### src/rtl/core/tss_pkg.sv
// Package for the TDMA superframe slot timer: types, codes and register indexes.
package tss_pkg;

    localparam int unsigned CFG_IDX_W = 2;

    typedef enum logic [CFG_IDX_W-1:0] {
        CFG_SLOT_COUNT  = 2'd0,
        CFG_SLOT_LENGTH = 2'd1,
        CFG_FIRST_START = 2'd2,
        CFG_UNUSED      = 2'd3
    } tss_cfg_idx_t;

    typedef enum logic [2:0] {
        ST_IDLE,
        ST_START1,
        ST_WAIT1,
        ST_START2,
        ST_WAIT2,
        ST_MUL,
        ST_HOLD
    } tss_state_t;

    typedef struct packed {
        logic take;      // latch the accepted input word
        logic div_start; // launch both dividers
        logic stage2;    // operand select for the second division pass
        logic cap1;      // capture first pass results
        logic cap2;      // capture second pass results
        logic mul;       // form the slot offset product
        logic load;      // load the output register, update frame start
    } tss_cmd_t;

    typedef struct packed {
        logic div_done;
    } tss_stat_t;

    typedef struct packed {
        logic [31:0] now_ms;
        logic [15:0] query_slot;
        logic        advance;
    } tss_item_t;

    typedef struct packed {
        logic [15:0] active_slot;
        logic        frame_elapsed;
        logic [31:0] slot_begin_ms;
        logic [31:0] slot_finish_ms;
        logic [31:0] frame_length_ms;
        logic [31:0] next_frame_start;
    } tss_result_t;

endpackage

### src/rtl/core/tss_channels.sv
// Handshake channel interfaces: input word, result word and configuration write.
interface tss_item_if;
    logic        valid;
    logic        ready;
    logic [31:0] now_ms;
    logic [15:0] query_slot;
    logic        advance;

    modport source (output valid, now_ms, query_slot, advance, input ready);
    modport sink   (input valid, now_ms, query_slot, advance, output ready);
endinterface

interface tss_result_if;
    logic        valid;
    logic        ready;
    logic [15:0] active_slot;
    logic        frame_elapsed;
    logic [31:0] slot_begin_ms;
    logic [31:0] slot_finish_ms;
    logic [31:0] frame_length_ms;
    logic [31:0] next_frame_start;

    modport source (output valid, active_slot, frame_elapsed, slot_begin_ms,
                    slot_finish_ms, frame_length_ms, next_frame_start, input ready);
    modport sink   (input valid, active_slot, frame_elapsed, slot_begin_ms,
                    slot_finish_ms, frame_length_ms, next_frame_start, output ready);
endinterface

interface tss_cfg_if;
    logic        valid;
    logic        ready;
    logic [1:0]  index;
    logic [31:0] data;

    modport source (output valid, index, data, input ready);
    modport sink   (input valid, index, data, output ready);
endinterface

### src/rtl/core/tss_divider.sv
// Iterative 32-bit restoring divider, one quotient bit per cycle.
module tss_divider
    import tss_pkg::*;
(
    input  logic        clk,
    input  logic        rst_n,
    input  logic        start,
    input  logic [31:0] dividend,
    input  logic [31:0] divisor,
    output logic        done,
    output logic [31:0] quotient,
    output logic [31:0] remainder
);

    logic        run_reg, run_next;
    logic [5:0]  cnt_reg, cnt_next;
    logic [31:0] quo_reg, quo_next;
    logic [31:0] rem_reg, rem_next;
    logic [31:0] dvs_reg, dvs_next;
    logic [32:0] trial;
    logic [32:0] diff;

    assign trial = {rem_reg, quo_reg[31]};
    assign diff  = trial - {1'b0, dvs_reg};

    always_comb
    begin
        run_next = run_reg;
        cnt_next = cnt_reg;
        quo_next = quo_reg;
        rem_next = rem_reg;
        dvs_next = dvs_reg;
        if (start)
        begin
            run_next = 1'b1;
            cnt_next = 6'd32;
            quo_next = dividend;
            rem_next = '0;
            dvs_next = divisor;
        end
        else if (run_reg)
        begin
            if (cnt_reg == 6'd0)
            begin
                run_next = 1'b0;
            end
            else
            begin
                cnt_next = cnt_reg - 6'd1;
                if (!diff[32])
                begin
                    rem_next = diff[31:0];
                    quo_next = {quo_reg[30:0], 1'b1};
                end
                else
                begin
                    rem_next = trial[31:0];
                    quo_next = {quo_reg[30:0], 1'b0};
                end
            end
        end
    end

    always_ff @(posedge clk or negedge rst_n)
    begin
        if (!rst_n)
        begin
            run_reg <= 1'b0;
            cnt_reg <= '0;
        end
        else
        begin
            run_reg <= run_next;
            cnt_reg <= cnt_next;
        end
    end

    always_ff @(posedge clk)
    begin
        quo_reg <= quo_next;
        rem_reg <= rem_next;
        dvs_reg <= dvs_next;
    end

    assign done      = run_reg && (cnt_reg == 6'd0);
    assign quotient  = quo_reg;
    assign remainder = rem_reg;

endmodule

### src/rtl/core/tss_datapath.sv
// Datapath: configuration, frame start state, two dividers and the result register.
module tss_datapath
    import tss_pkg::*;
(
    input  logic        clk,
    input  logic        rst_n,
    input  logic        cfg_we,
    input  logic [1:0]  cfg_index,
    input  logic [31:0] cfg_data,
    input  tss_item_t   item,
    input  tss_cmd_t    cmd,
    output tss_stat_t   stat,
    output tss_result_t result
);

    logic [15:0] scount_reg;
    logic [15:0] slen_reg;
    logic [31:0] flen_reg;
    logic [31:0] start_reg, start_next;

    logic [31:0] now_reg;
    logic [15:0] qs_reg;
    logic        adv_reg;

    logic [31:0] quo_a1_reg;
    logic [31:0] rem_b1_reg;
    logic [15:0] rem_a2_reg;
    logic [15:0] rem_b2_reg;
    logic [31:0] prod_reg;
    tss_result_t res_reg, res_next;

    logic [31:0] elapsed;
    logic        started;
    logic [15:0] qmod;

    logic [31:0] a_dividend, a_divisor, b_dividend, b_divisor;
    logic        a_done, b_done;
    logic [31:0] a_quo, a_rem, b_quo, b_rem;

    assign elapsed = now_reg - start_reg;
    assign started = now_reg >= start_reg;
    assign qmod    = (scount_reg != 16'd0) ? rem_b2_reg : 16'd0;

    // pass 1: elapsed / slot length, elapsed % frame length
    // pass 2: slot quotient % slot count, query % slot count
    always_comb
    begin
        if (cmd.stage2)
        begin
            a_dividend = quo_a1_reg;
            a_divisor  = {16'd0, scount_reg};
            b_dividend = {16'd0, qs_reg};
            b_divisor  = {16'd0, scount_reg};
        end
        else
        begin
            a_dividend = elapsed;
            a_divisor  = {16'd0, slen_reg};
            b_dividend = elapsed;
            b_divisor  = flen_reg;
        end
    end

    tss_divider u_div_a (
        .clk       (clk),
        .rst_n     (rst_n),
        .start     (cmd.div_start),
        .dividend  (a_dividend),
        .divisor   (a_divisor),
        .done      (a_done),
        .quotient  (a_quo),
        .remainder (a_rem)
    );

    tss_divider u_div_b (
        .clk       (clk),
        .rst_n     (rst_n),
        .start     (cmd.div_start),
        .dividend  (b_dividend),
        .divisor   (b_divisor),
        .done      (b_done),
        .quotient  (b_quo),
        .remainder (b_rem)
    );

    // both units run in lockstep; quotient of unit b is not needed
    assign stat.div_done = a_done && b_done && (b_quo == b_quo);

    always_comb
    begin
        res_next.active_slot = 16'd0;
        if (started && (slen_reg != 16'd0) && (scount_reg != 16'd0))
        begin
            res_next.active_slot = rem_a2_reg;
        end
        res_next.frame_elapsed   = started && (elapsed >= flen_reg);
        res_next.slot_begin_ms   = start_reg + prod_reg;
        res_next.slot_finish_ms  = start_reg + prod_reg + {16'd0, slen_reg};
        res_next.frame_length_ms = flen_reg;
        // start + passed * flen equals now - (elapsed % flen)
        start_next = start_reg;
        if (adv_reg && (flen_reg != 32'd0))
        begin
            start_next = now_reg - rem_b1_reg + flen_reg;
        end
        res_next.next_frame_start = start_next;
    end

    always_ff @(posedge clk or negedge rst_n)
    begin
        if (!rst_n)
        begin
            scount_reg <= 16'd100;
            slen_reg   <= 16'd1000;
            flen_reg   <= 32'd100000;
            start_reg  <= 32'd0;
        end
        else
        begin
            flen_reg <= {16'd0, scount_reg} * {16'd0, slen_reg};
            if (cfg_we)
            begin
                unique case (tss_cfg_idx_t'(cfg_index))
                    CFG_SLOT_COUNT:  scount_reg <= cfg_data[15:0];
                    CFG_SLOT_LENGTH: slen_reg   <= cfg_data[15:0];
                    CFG_FIRST_START: start_reg  <= cfg_data;
                    default:         ;
                endcase
            end
            else if (cmd.load)
            begin
                start_reg <= start_next;
            end
        end
    end

    always_ff @(posedge clk)
    begin
        if (cmd.take)
        begin
            now_reg <= item.now_ms;
            qs_reg  <= item.query_slot;
            adv_reg <= item.advance;
        end
        if (cmd.cap1)
        begin
            quo_a1_reg <= a_quo;
            rem_b1_reg <= b_rem;
        end
        if (cmd.cap2)
        begin
            rem_a2_reg <= a_rem[15:0];
            rem_b2_reg <= b_rem[15:0];
        end
        if (cmd.mul)
        begin
            prod_reg <= {16'd0, qmod} * {16'd0, slen_reg};
        end
        if (cmd.load)
        begin
            res_reg <= res_next;
        end
    end

    assign result = res_reg;

endmodule

### src/rtl/core/tss_ctrl.sv
// Controller: sequences the two division passes and owns the output valid flag.
module tss_ctrl
    import tss_pkg::*;
(
    input  logic      clk,
    input  logic      rst_n,
    input  logic      in_valid,
    output logic      in_ready,
    output logic      out_valid,
    input  logic      out_ready,
    input  tss_stat_t stat,
    output tss_cmd_t  cmd
);

    tss_state_t state_reg, state_next;
    logic       ovalid_reg, ovalid_next;
    logic       slot_free;

    assign slot_free = !ovalid_reg || out_ready;

    always_comb
    begin
        state_next = state_reg;
        unique case (state_reg)
            ST_IDLE:   if (in_valid) state_next = ST_START1;
            ST_START1: state_next = ST_WAIT1;
            ST_WAIT1:  if (stat.div_done) state_next = ST_START2;
            ST_START2: state_next = ST_WAIT2;
            ST_WAIT2:  if (stat.div_done) state_next = ST_MUL;
            ST_MUL:    state_next = ST_HOLD;
            ST_HOLD:   if (slot_free) state_next = ST_IDLE;
            default:   state_next = ST_IDLE;
        endcase
    end

    always_comb
    begin
        cmd      = '0;
        in_ready = 1'b0;
        unique case (state_reg)
            ST_IDLE:
            begin
                in_ready = 1'b1;
                cmd.take = in_valid;
            end
            ST_START1: cmd.div_start = 1'b1;
            ST_WAIT1:  cmd.cap1 = stat.div_done;
            ST_START2:
            begin
                cmd.div_start = 1'b1;
                cmd.stage2    = 1'b1;
            end
            ST_WAIT2:
            begin
                cmd.stage2 = 1'b1;
                cmd.cap2   = stat.div_done;
            end
            ST_MUL:    cmd.mul = 1'b1;
            ST_HOLD:   cmd.load = slot_free;
            default:   ;
        endcase
    end

    always_comb
    begin
        ovalid_next = ovalid_reg;
        if (cmd.load)
        begin
            ovalid_next = 1'b1;
        end
        else if (out_ready)
        begin
            ovalid_next = 1'b0;
        end
    end

    always_ff @(posedge clk or negedge rst_n)
    begin
        if (!rst_n)
        begin
            state_reg  <= ST_IDLE;
            ovalid_reg <= 1'b0;
        end
        else
        begin
            state_reg  <= state_next;
            ovalid_reg <= ovalid_next;
        end
    end

    assign out_valid = ovalid_reg;

endmodule

### src/rtl/core/tdma_superframe_slot_timer.sv
// TDMA superframe slot timer top level.
// Each accepted word passes through the launch, two division passes of a pair
// of bit-serial 32-bit dividers, the slot offset product and the output load.
// A new word is taken only after the last one is loaded; a result may wait in
// the output register while the next word is taken. Config writes are always accepted.
// Reset: rst_n async; slot count 100, slot length 1000, frame start 0, no result.
module tdma_superframe_slot_timer
    import tss_pkg::*;
(
    input  logic         clk,
    input  logic         rst_n,
    tss_cfg_if.sink      cfg,
    tss_item_if.sink     item_in,
    tss_result_if.source result_out
);

    tss_cmd_t    cmd;
    tss_stat_t   stat;
    tss_item_t   item;
    tss_result_t result;

    assign cfg.ready       = 1'b1;
    assign item.now_ms     = item_in.now_ms;
    assign item.query_slot = item_in.query_slot;
    assign item.advance    = item_in.advance;

    tss_ctrl u_ctrl (
        .clk       (clk),
        .rst_n     (rst_n),
        .in_valid  (item_in.valid),
        .in_ready  (item_in.ready),
        .out_valid (result_out.valid),
        .out_ready (result_out.ready),
        .stat      (stat),
        .cmd       (cmd)
    );

    tss_datapath u_dp (
        .clk       (clk),
        .rst_n     (rst_n),
        .cfg_we    (cfg.valid),
        .cfg_index (cfg.index),
        .cfg_data  (cfg.data),
        .item      (item),
        .cmd       (cmd),
        .stat      (stat),
        .result    (result)
    );

    assign result_out.active_slot      = result.active_slot;
    assign result_out.frame_elapsed    = result.frame_elapsed;
    assign result_out.slot_begin_ms    = result.slot_begin_ms;
    assign result_out.slot_finish_ms   = result.slot_finish_ms;
    assign result_out.frame_length_ms  = result.frame_length_ms;
    assign result_out.next_frame_start = result.next_frame_start;

endmodule

### src/flat_wrapper.sv
// flat-port wrapper written by rule: the top's interface ports become plain ports
module tdma_superframe_slot_timer_flat import tss_pkg::*;
  (clk, rst_n, cfg_valid, cfg_index, cfg_data, cfg_ready, item_in_valid, item_in_now_ms, item_in_query_slot, item_in_advance, item_in_ready, result_out_valid, result_out_active_slot, result_out_frame_elapsed, result_out_slot_begin_ms, result_out_slot_finish_ms, result_out_frame_length_ms, result_out_next_frame_start, result_out_ready);
  tss_cfg_if cfg_i ();
  tss_item_if item_in_i ();
  tss_result_if result_out_i ();
  input  logic clk;
  input  logic rst_n;
  input wire logic [$bits(cfg_i.valid)-1:0] cfg_valid;
  input wire logic [$bits(cfg_i.index)-1:0] cfg_index;
  input wire logic [$bits(cfg_i.data)-1:0] cfg_data;
  output wire logic [$bits(cfg_i.ready)-1:0] cfg_ready;
  input wire logic [$bits(item_in_i.valid)-1:0] item_in_valid;
  input wire logic [$bits(item_in_i.now_ms)-1:0] item_in_now_ms;
  input wire logic [$bits(item_in_i.query_slot)-1:0] item_in_query_slot;
  input wire logic [$bits(item_in_i.advance)-1:0] item_in_advance;
  output wire logic [$bits(item_in_i.ready)-1:0] item_in_ready;
  output wire logic [$bits(result_out_i.valid)-1:0] result_out_valid;
  output wire logic [$bits(result_out_i.active_slot)-1:0] result_out_active_slot;
  output wire logic [$bits(result_out_i.frame_elapsed)-1:0] result_out_frame_elapsed;
  output wire logic [$bits(result_out_i.slot_begin_ms)-1:0] result_out_slot_begin_ms;
  output wire logic [$bits(result_out_i.slot_finish_ms)-1:0] result_out_slot_finish_ms;
  output wire logic [$bits(result_out_i.frame_length_ms)-1:0] result_out_frame_length_ms;
  output wire logic [$bits(result_out_i.next_frame_start)-1:0] result_out_next_frame_start;
  input wire logic [$bits(result_out_i.ready)-1:0] result_out_ready;
  assign cfg_i.valid = cfg_valid;
  assign cfg_i.index = cfg_index;
  assign cfg_i.data = cfg_data;
  assign cfg_ready = cfg_i.ready;
  assign item_in_i.valid = item_in_valid;
  assign item_in_i.now_ms = item_in_now_ms;
  assign item_in_i.query_slot = item_in_query_slot;
  assign item_in_i.advance = item_in_advance;
  assign item_in_ready = item_in_i.ready;
  assign result_out_valid = result_out_i.valid;
  assign result_out_active_slot = result_out_i.active_slot;
  assign result_out_frame_elapsed = result_out_i.frame_elapsed;
  assign result_out_slot_begin_ms = result_out_i.slot_begin_ms;
  assign result_out_slot_finish_ms = result_out_i.slot_finish_ms;
  assign result_out_frame_length_ms = result_out_i.frame_length_ms;
  assign result_out_next_frame_start = result_out_i.next_frame_start;
  assign result_out_i.ready = result_out_ready;
  tdma_superframe_slot_timer u_core (.clk(clk), .rst_n(rst_n), .cfg(cfg_i), .item_in(item_in_i), .result_out(result_out_i));
endmodule
### config.mk
export PLATFORM = sky130hd
export DESIGN_NAME = tdma_superframe_slot_timer_flat
export DESIGN_NICKNAME = d
export VERILOG_FILES = /design/src/rtl/core/tss_pkg.sv /design/src/rtl/core/tss_channels.sv /design/src/rtl/core/tss_divider.sv /design/src/rtl/core/tss_datapath.sv /design/src/rtl/core/tss_ctrl.sv /design/src/rtl/core/tdma_superframe_slot_timer.sv /design/src/flat_wrapper.sv
export SDC_FILE = /design/constraint.sdc
export NUM_CORES = 2
export LEC_CHECK = 0
export ABC_AREA = 1
export BUFFER_PORTS_ARGS = -buffer_cell sky130_fd_sc_hd__buf_2
export CORE_UTILIZATION = 42
export CTS_CLUSTER_DIAMETER = 150
export DETAILED_ROUTE_END_ITERATION = 8
export PLACE_DENSITY_LB_ADDON = 0.3
export SYNTH_ARGS = -nofsm -noshare
export SYNTH_HDL_FRONTEND = slang
export SYNTH_SLANG_ARGS = --single-unit
### constraint.sdc
create_clock -name clk -period 7.7 [get_ports clk]
set_clock_uncertainty 0.1 [all_clocks]
set_input_delay 0.385 -clock clk [delete_from_list [all_inputs] [get_ports clk]]
set_output_delay 0.385 -clock clk [all_outputs]
set_load 0.01 [all_outputs]
### Yosys cells after proc, flatten, opt, wreduce, memory -nomap -nowiden

Cells that the tools add are included.

* flip-flop bits (word level): 628
* input bits: 88
* output and inout bits: 148
* logic and storage cells: 137

* muxes and demuxes: 46
* reduce and logical (&&, ||, !) cells: 30
* multipliers: 2
* add/sub/neg operators: 9
* bitwise operators: 2
* order comparisons: 2
* equal/unequal tests: 15

Operators by type and width (number)
* 32-bit two-way mux: 14
* 33-bit by 32-bit subtractor with 33-bit output: 2
* 32-bit adder: 2
* 32-bit >= comparator: 2
* 16-bit by 16-bit multiplier with 32-bit output: 2
* 32-bit subtractor: 2
* 16-bit two-way mux: 3
* 6-bit two-way mux: 6
* 32-bit by 16-bit adder with 32-bit output: 1
* 16-bit nonzero test: 2
* 32-bit nonzero test: 1
* 3-bit one-hot mux with 7 select lines: 1
* 1-bit two-way mux: 18
* 2-bit AND reduction: 7
* 6-bit zero test: 2
* 3-bit two-way mux: 4
* 6-bit by 1-bit subtractor with 6-bit output, second input constant: 2
* 2-bit inequality test, second input constant: 5
* 3-bit equality test, second input constant: 3
* 2-bit nonzero test: 4
* 1-bit logical AND: 7
* 3-bit by 2-bit equality test with 1-bit output, second input constant: 2
* 2-bit by 1-bit inequality test with 1-bit output, second input constant: 2
* 4-bit AND reduction: 1
* 9 further kinds: 11

### Depth between registers and ports, before layout

* word-level depth: 5
* gate-level depth with buffers: 31
* gate-level depth less buffers: 29

### Cells and area by module

Synthesis repeated with hierarchy kept, for this count alone.

* cell total of the unflattened synthesis: 7009
* area total of the unflattened synthesis: 54954.0 sq um

Modules (own cells, without submodules)
* tss_datapath: area each 40819.1 sq um, times used 1, cells an instance 4880, seq. area each 12090.3 sq um
* tss_divider: area each 6921.6 sq um, times used 2, cells an instance 1040, seq. area each 2737.6 sq um
* tss_ctrl: area each 280.3 sq um, times used 1, cells an instance 47, seq. area each 100.1 sq um
* tdma_superframe_slot_timer: area each 11.3 sq um, times used 1, cells an instance 2, seq. area each 0.0 sq um

### Least setup slack after synthesis

No wires, ideal clock.

* kind: flip-flop to flip-flop
* from: register u_core.u_ctrl.state_reg[1]
* to: register u_core.u_dp.start_reg[30]
* data required time: 7473 ps
* data arrival time: 7882 ps
* period minus slack after synthesis: 8109 ps
* slack: -409 ps
* stages on the path, launching flop included: 12
* buffers on the path: 2
* library setup time: 127 ps
* cell sequence: dfrtp_1 -> inv_1 -> nor3_1 -> inv_1 -> nor2_1 -> nand2_1 -> nand2_1 -> inv_1 -> clkbuf_1 -> clkbuf_1 -> nand2_1 -> o21ai_0

RTL lines
* start: declaration: line tss_ctrl.sv:15 `tss_state_t state_reg, state_next;`
* start signal: assignment: line tss_ctrl.sv:86 `state_reg <= state_next;`
* end signal: assignment: line tss_datapath.sv:126 `CFG_FIRST_START: start_reg <= cfg_data;`
* end signal: assignment: line tss_datapath.sv:132 `start_reg <= start_next;`
* end: declaration: line tss_datapath.sv:19 `logic [31:0] start_reg, start_next;`

### Final worst setup path

* from: register u_core.u_dp.scount_reg[2]
* to: register u_core.u_dp.prod_reg[28] (data pin)

* longest elaborated chain between the ends: 3

RTL lines
* start: declaration: line tss_datapath.sv:16 `logic [15:0] scount_reg;`
* start signal: assignment: line tss_datapath.sv:124 `CFG_SLOT_COUNT: scount_reg <= cfg_data[15:0];`
* 16-bit nonzero test: line tss_datapath.sv:42 `assign qmod = (scount_reg != 16'd0) ? rem_b2_reg : 16'd0;`
* 16-bit two-way mux: line tss_datapath.sv:42
* 16-bit by 16-bit multiplier with 32-bit output: line tss_datapath.sv:157 `prod_reg <= {16'd0, qmod} * {16'd0, slen_reg};`
* end signal: assignment: line tss_datapath.sv:157
* end: declaration: line tss_datapath.sv:29 `logic [31:0] prod_reg;`

No other way between the ends.
A chain may end at the register's enable or synchronous reset.

==> key figures <==
Critical path
  • CP max FO: 19
  • Critical path's top delay family: adder cells
  • WP data arrival: between 7000 and 8000 ps
  • Worst path required time: between 8000 and 9000 ps
  • CP Class: register to register
  • Buf+Inv Stages, Crit Path: 6
  • Crit end category: register
  • Worst path most repeated cell: fa_1
  • Max incr delay on CP: roughly 570 ps
  • Slowest stage cell on the critical path: or4_1
  • CP startpoint kind: register

Die
  • Die Width: 354 um
  • Die area: approximately 130000 um2
  • Die H: roughly 350 um
  • Std cell rows: around 130
  • Num ports: roughly 240
  • Core Area: ~120000 um2
  • Initial Utilization: 42.5%

Logic synthesis
  • Simple-gate share of the synthesized area: 19.7%
  • Synth Area in Adders: between 20% and 30%
  • Synth Cell Area: 52000 um2
  • Yosys cell types: 53
  • #FFs+latches synth: about 610
  • Mux contribution to synthesized area: 0%
  • Syn_nets: about 7200
  • Mapped Avg Cell Area: 8.24 um2
  • Yosys top cell by area: edfxtp_1
  • Post-synth top flop: edfxtp_1
  • Sequential area share after synthesis: approximately 33%
  • Yosys top cell area share: 25.0%
  • Synth area leaders: edfxtp_1 (25%), fa_1 (16%), nand2_1 (11%)
  • Largest family of logic cells by synthesized area: adder cells
  • XOR/XNOR share of the synthesized area: 2.91%
  • Synth Area in Compound Gates: ~8.1%
  • Synth top cells by count: nand2_1 (1584), inv_1 (1211), nor2_1 (512)
  • Post-synth ARST share: 18.6%
  • Synth warn: 0
  • Most frequent cell after synthesis: nand2_1
  • Post-synthesis cell count: 6311
  • Number of flops mapped to enable cells by yosys: roughly 430

Finish
  • Cell Count, Final, Fillers Out: between 8000 and 9000
  • Layout cells sized above 1: under 10%
  • Max reg flops: 145
  • Final #Nets: 7492
  • Fin util: between 40% and 50%
  • Fillcell total: 11879
  • Post-route cell area: approximately 58000 um2
  • Area Growth Syn to Fin: 11.7%

Route
  • Routed Antenna Nets: 0
  • Routed WL: 174000 um
  • Wirelength per Cell: about 21 um
  • Vias after detailed routing: roughly 43000
  • Residual DRC: 0
  • Vias per cell: 5.25
  • TritonRoute pass-1 iters: 6
  • DRT iter0 DRCs: around 3800

CTS
  • Clk slew on worst S/H paths: around 60 ps
  • CTS sink cnt: approximately 610
  • Clock tree buffer depth: 3
  • Root Buffer: clkbuf_16
  • Number of H-tree levels: 3
  • Clk Latency, worst-skew pair: approximately 720 ps
  • CTS tree: yes
  • Total CTS buffers: between 60 and 70

STA
  • Setup TNS: 0 ps
  • RSZ-0062 raised after global routing: no
  • Final min period: approximately 7300 ps
  • Fmax: about 0.14 GHz
  • Max-slew violation count: 0
  • Final setup viols: 0
  • Period utilisation layout: approximately 94%
  • Max_slew headroom: between 20% and 30%
  • Slew @ Worst Pin: about 1200 ps
  • Hold Fails Final Rpt: 0

GRT
  • Initial antenna violation count: 6
  • Gr ovfl total: 0
  • Vias in the first global route: 42774
  • Global-route wire length before repair: ~260000 um
  • GRT Total Usage: between 20 and 30%
  • Largest net degree at the start of global routing: 70

Placed design
  • GPL Wtd Cong: 0.975
  • Placed Area: between 50000 and 60000 um2
  • Cells after DPL: about 8000
  • Port Buffers: 234
  • HPWL after detailed placement: roughly 140000 um

Pwr
  • Maximum vdd drop: just over 600 uV
  • P_leak: 28.2 nW
  • P per Cell Area: 297 nW/um2

Outcome
  • Outcome: completed

Min path
  • Hold WC Path Type: input pin to register

Run
  • Total of max-cap violations: 0
==> layout by cell type, fill, tap and decap left out, types with 65 or more instances in the layout <==
cell and n:
clkbuf_16 71, nor2_1 504, xnor2_1 65, buf_4 67
inv_1 1207, nand2_1 1582, ha_1 402, o21ai_0 293
dlygate4sd3_1 67, nand3_1 240, dfrtp_1 98, xor2_1 108
fa_1 424, edfxtp_1 434, buf_2 233, a21oi_1 335
==> worst reg2reg max path: cells and delay by family (launching register included) <==
family	cells	cell delay, ps
AOI/OAI and AO/OA	2	430
adders and majority gates	7	3360
buffers and inverters	6	640
DFF	1	490
and+or+nand+nor	10	1970
==> report_power, final <==
part           internal, mW  switching, mW
logic                  3.24           6.42
clock network          1.92           1.49
registers              3.89          0.274
total                  9.05           8.19
==> cell families after synthesis <==
logic type               Yosys count
other                              1
AO/OA/AOI/OAI                    777
AND/OR/NAND/NOR                 2521
XOR/XNOR                         173
buffers and inverters           1401
adder cells (fa/ha/maj)          826
flip-flops                       612
==> layer usage <==
metal | GRT usage [%] | share of wire, %
met2 | 44.1 | 45
met3 | 5.03 | 7.6
met4 | 11.0 | 4.0
met1 | 37.0 | 43
met5 | 0 | 0.016
==> per-stage QoR <==
| step | hold slack, ps | setup slack [ps] | total power, mW |
|---|---|---|---|
| after global routing | 49.5 | 7.69 | 18.5 |
| final | 29.6 | 441 | 17.2 |
| after floorplan | -10.6 | 989 | 10.6 |
| after detailed placement | 332 | 125 | 13.8 |
| after global placement | 329 | 324 | 13.7 |
| after CTS | 5.15 | 118 | 17.3 |
==> final cells by class <==
class / instances / area [um2] / area share [%]
sequential: 612 / 17200 / 29.6
inverter: 1229 / 4620 / 7.95
timing repair buffer: 368 / 2360 / 4.06
tap: 1625 / 2030 / 3.50
antenna: 2 / 5.00 / 0.00861
multi-input combinational: 4298 / 29600 / 50.9
clock inverter: 31 / 382 / 0.657
clock buffer: 96 / 1950 / 3.36
==> path summary, 6_finish.rpt <==
check	end	slack, ps	startpoint	cells after the start
setup / recovery	u_core.u_dp.prod_reg[28]	440	u_core.u_dp.scount_reg[2]	25
hold / removal	u_core.u_dp.start_reg[16]	30	cfg_data[16]	5
setup reg to reg	u_core.u_dp.prod_reg[28]	440	u_core.u_dp.scount_reg[2]	25
hold reg to reg	u_core.u_dp.quo_a1_reg[14]	350	u_core.u_dp.u_div_a.quotient[14]	0
max in group asynchronous	u_core.u_dp.slen_reg[11]	5870	rst_n	3
min in group asynchronous	u_core.u_dp.start_reg[25]	180	rst_n	2
==> repair_timing <==
action                     in CTS  in global routing
hold endpoints to repair      110                  0
resized for setup               0                  4
setup buffers                   0                  2
hold buffers                   67                  0
setup endpoints to repair       0                  6
(Power assumes the default switching activity.)
